**src/design/hyp_div_stage.sv**
```systemverilog
// One restoring division step per pipeline stage, numerator/denominator carried along.
// Depends on nothing beyond its parameters; used in chains by the top level.
module hyp_div_stage #(
    parameter int NUM_W = 64,
    parameter int DEN_W = 34,
    parameter int SIDE_W = 8
) (
    input  logic              clk,
    input  logic              rst_n,
    input  logic              en,
    input  logic              in_valid,
    input  logic [DEN_W:0]    in_rem,
    input  logic [NUM_W-1:0]  in_num,
    input  logic [DEN_W-1:0]  in_den,
    input  logic [SIDE_W-1:0] in_side,
    output logic              out_valid,
    output logic [DEN_W:0]    out_rem,
    output logic [NUM_W-1:0]  out_num,
    output logic [DEN_W-1:0]  out_den,
    output logic [SIDE_W-1:0] out_side
);
    logic [DEN_W+1:0] trial;
    logic [DEN_W:0]   rem_next;
    logic [NUM_W-1:0] num_next;

    // shift in next numerator bit, subtract when it fits; quotient shifts into num
    always_comb
    begin
        trial = {in_rem, in_num[NUM_W-1]};
        if (trial >= {1'b0, 1'b0, in_den})
        begin
            rem_next = (DEN_W+1)'(trial - {2'b0, in_den});
            num_next = {in_num[NUM_W-2:0], 1'b1};
        end
        else
        begin
            rem_next = trial[DEN_W:0];
            num_next = {in_num[NUM_W-2:0], 1'b0};
        end
    end

    // hold on stall
    always_ff @(posedge clk or negedge rst_n)
    begin
        if (!rst_n)
            out_valid <= 1'b0;
        else if (en)
            out_valid <= in_valid;
    end

    always_ff @(posedge clk)
    begin
        if (en)
        begin
            out_rem  <= rem_next;
            out_num  <= num_next;
            out_den  <= in_den;
            out_side <= in_side;
        end
    end
endmodule

```
**config.mk**
```make
export PLATFORM = sky130hd
export DESIGN_NAME = hyp_div_stage
export DESIGN_NICKNAME = d
export VERILOG_FILES = /design/src/design/hyp_div_stage.sv
export SDC_FILE = /design/constraint.sdc
export NUM_CORES = 1
export LEC_CHECK = 0
export ABC_AREA = 0
export ABC_CLOCK_PERIOD_IN_PS = 1530
export BUFFER_PORTS_ARGS = -buffer_cell sky130_fd_sc_hd__clkbuf_2
export CAP_MARGIN = 10
export CELL_PAD_IN_SITES_DETAIL_PLACEMENT = 1
export CELL_PAD_IN_SITES_GLOBAL_PLACEMENT = 2
export CORE_ASPECT_RATIO = 0.8
export CORE_UTILIZATION = 33
export DETAILED_ROUTE_END_ITERATION = 16
export GPL_TIMING_DRIVEN = 1
export PLACE_DENSITY_LB_ADDON = 0.15
export SYNTH_ARGS = -nofsm -noshare
export SYNTH_HDL_FRONTEND = slang
export SYNTH_SLANG_ARGS = --single-unit
```
**constraint.sdc**
```tcl
create_clock -name clk -period 1.53 [get_ports clk]
set_input_delay 0.2295 -clock clk [delete_from_list [all_inputs] [get_ports clk]]
set_output_delay 0.2295 -clock clk [all_outputs]
set_load 0.1 [all_outputs]
```
==> run summary <==
By count the netlist is led by edfxtp_1, a21oi_1, nor2_1. The final net count came out at 1275. The area added between synthesis and finish is 79.29%. The largest total area in the synthesized netlist belongs to edfxtp_1.

The floorplan has 46 rows. The final hold violation count came out at 0. The flip-flop cell with the highest count after synthesis is edfxtp_1.

The later-pin clock latency in the skew report is 0.43 ns. Timing analysis after detailed placement gives a worst setup slack of -1.473 ns. The average wire length per cell after detail routing came out at 19.92 um. The worst IR drop on VDD is 0.8801 mV. The die is 163.3 um wide. The kind of cell adding the most delay to the critical path is compound AO/OA/AOI/OAI gates. The maximum clock frequency is 0.4335 GHz. The initial core utilization came out at 34.19%.

The post-synthesis instance total came out at 531. The maximum number of pins on one net before global-route repair is 44. The post-synthesis instance area is 6868 sq um.

The number of top-level pins is 287. After synthesis, the share of flip-flops with an asynchronous set or reset is 0.7042%. The final setup TNS came out at -25.23 ns. The share of layout cells above drive strength 1 came out at 56.05%.

Counting flops and latches in the post-synthesis netlist gives 142. No sink is reached through more buffers than the 2 on the longest clock path. The part of the total power dissipated in the clock network came out at 28.6%.

The number of warnings printed during yosys synthesis came out at 0. The final reports fail on setup timing. The number of buffers created by CTS is 17. The maximum single-stage delay on the critical path is 0.36 ns. The final setup violation count came out at 36. The sequential-to-total area share from yosys stat is 62.01%. The aggregate routed wire length came out at 27330 um.

Headroom to the max-slew limit came out at 61.34%. The switching power of the nets came out at 0.006390 W. The number of antenna diodes came out at 0. In this run the static leakage power is 5.549 nW. The number of nets handed over by synthesis was 711. The time the final worst path needs with I/O delays and setup came out at 2.307 ns. The half-perimeter wire length after placement is 18140 um. The number of buffers and inverters on the critical path came out at 5. The number of DRC violations after detailed-routing iteration 0 is 259. TritonCTS built the clock tree. The via density per instance is 4.808. The share of power burned in combinational logic is 39.0%.

The path class of the tightest hold or removal check is input port to register. The cell-internal power is 0.008663 W. In the post-synthesis netlist, the cell with the most instances is edfxtp_1.

The number of global-route vias before repair came out at 7359. The run finished, with violations left. The power density relative to cell area came out at 1222 nW/um^2. Setup repair after global routing could not meet its margin everywhere. The total number of H-tree levels came out at 4. The first global-routing pass estimated 40540 um of wire. The synthesized design contains 141 enable-type register cells. In the post-synthesis netlist, the biggest area contributors are edfxtp_1, ha_1, a21oi_1, nor2_1, inv_1.

The count of antenna-violating nets left after detailed routing is 0. The unique cell type count in the Yosys netlist is 58. The length of the first detailed-routing pass in iterations came out at 6.

The detailed router placed 6597 vias in this run. For this run the aggregate overflow at the end of global routing stands at 0. The worst clock skew came out at 0 ns. The critical path is of the input port to register type.

Sequential cells account for 32.4% of the total power. The initial antenna violation count is 0. The placer's final routability congestion estimate came out at 0.8030.

The signal on the critical path passes through clkbuf_2, ha_4, a21oi_2, o21ai_2, o21bai_4, a221o_1, a221oi_2, and2_4, inv_8, buf_12, buf_16, buf_12, nor2_4, a21oi_4. The CTS clock-pin slew for the worst setup and hold paths is 0.07 ns. The final count of pins violating max slew came out at 0. By instance count, the cell type seen most on the critical path is buf_12.

The worst setup path is launched from an input port. Of the total power, the share spent switching nets is 42.45%. The root buffer cell chosen for the clock tree is clkbuf_16.

The worst path required time came out at 1.71 ns. The max-capacitance violation count came out at 0. Once layout is complete, the utilization of the core stands at 61.30%. The floorplan step defined a die boundary enclosing 21400 sq um.

The post-route worst setup slack is -0.7766 ns. The average instance in the mapped netlist occupies 12.93 sq um. The transition time of the tightest slew-check pin came out at 0.5823 ns. STA classifies the critical path endpoint as a register. The maximum fanout encountered on the critical timing path is 5.

The area share of the leading cell type in the synthesized netlist came out at 61.65%. The largest individual stage delay along the critical path comes from the cell a221o_1. The global-route total usage across every layer came out at 25.51%. Measured along the y axis, the die boundary spans 131.0 um. The data arrival time of the worst path came out at 2.49 ns.

The number of sinks on the clock net is 142. The worst path uses 150.8% of the clock period. The count of input and output buffers came out at 286. The remaining design rule violation count is 0. The region available for standard cell placement spans 20090 sq um.
-- layout by cell type, fill, tap and decap left out, drive strengths merged, types with 4 or more instances in the layout --
cell type and n:
xnor2 17, ha 34, o21ai 22, edfxtp 141
nand2b 4, xor2 9, nor3 7, o21bai 4
mux2 8, nand3 11, a21oi 56, nor2 43
a211oi 5, and2 6, inv 51, clkinv 7
and3 5, or2 5, nand2 24, o21a 5
buf 196, dlygate4sd3 100, o31ai 4, a31oi 4
nand4 11, clkbuf 282, a21o 13
-- stage by stage --
step	instance area (sq um)	cells	total power, W	hold WS [ns]
3_3_place_gp	9777	1213	0.01005	0.003628
3_5_place_dp	9777	1213	0.01014	0.005879
5_1_grt	12310	1372	0.01553	0.0003237
2_1_floorplan	6989	531	0.008756	-0.06609
4_1_cts	12100	1367	0.01495	0.001627
6_report	12310	1372	0.01505	0.02065
-- power groups by stage --
stage / clock network (W) / registers [W] / logic (W)
after floorplan: 0 / 0.00773 / 0.00103
after global placement: 0 / 0.00494 / 0.00511
after detailed placement: 0 / 0.00495 / 0.00518
after CTS: 0.00436 / 0.00487 / 0.00572
after global routing: 0.00451 / 0.00491 / 0.00611
final: 0.00430 / 0.00488 / 0.00588
-- final timing paths --
path / startpoint / endpoint / slack, ns / cells past startpoint
max in group asynchronous: rst_n / out_valid$_DFFE_PN0P_ / 1.35 / 2
max reg2reg: out_valid$_DFFE_PN0P_ / out_valid$_DFFE_PN0P_ / 0.79 / 1
max: in_rem[24] / out_rem[5]$_DFFE_PP_ / -0.78 / 14
min reg2reg: out_valid$_DFFE_PN0P_ / out_valid$_DFFE_PN0P_ / 0.51 / 1
min in group asynchronous: rst_n / out_valid$_DFFE_PN0P_ / 0.09 / 2
min: in_den[0] / out_den[0]$_DFFE_PP_ / 0.02 / 1
-- layout make-up --
type	count	area [sq um]
clock inverter	15	186.4
clock buffer	17	425.4
fill	2098	7774
multi-input combinational	330	2914
sequential	142	4259
tap	264	330.3
inverter	43	176.4
timing repair buffer	561	4021
-- metal layers --
metal	routed length [um]	share of wire [%]	global-route usage [%]	vias to the layer above
met5	0	0	0	-
met2	15030	55	49.35	218
met3	1351	4.9	5.808	48
met1	10350	38	27.33	3215
li1	-	-	-	3116
met4	599	2.2	8.411	0
-- flip-flops by register name, indices dropped and copies added (netlist names) --
signal	cells
out_den	34
out_num	64
out_rem	35
out_side	8
out_valid	1
-- repair_timing --
| action | in CTS | in global routing |
|---|---|---|
| gates resized for setup | 91 | 63 |
| hold endpoints to repair | 100 | 0 |
| hold buffers | 100 | 0 |
| endpoints found under the setup margin | 36 | 47 |
| gates cloned | 2 | 0 |
| buffers inserted | 22 | 8 |
| pin swaps | 27 | 25 |
-- cell families after synthesis --
| group | count (synthesis) | synth area share, % |
|---|---|---|
| and+or+nand+nor | 130 | 9.382 |
| DFF | 142 | 62.01 |
| buffers and inverters | 59 | 4.464 |
| adders and majority gates | 35 | 6.486 |
| xor gates and xnor gates | 26 | 3.316 |
| AOI/OAI and AO/OA | 131 | 12.64 |
| muxes | 8 | 1.694 |
Power figures use the tool's default switching activity.
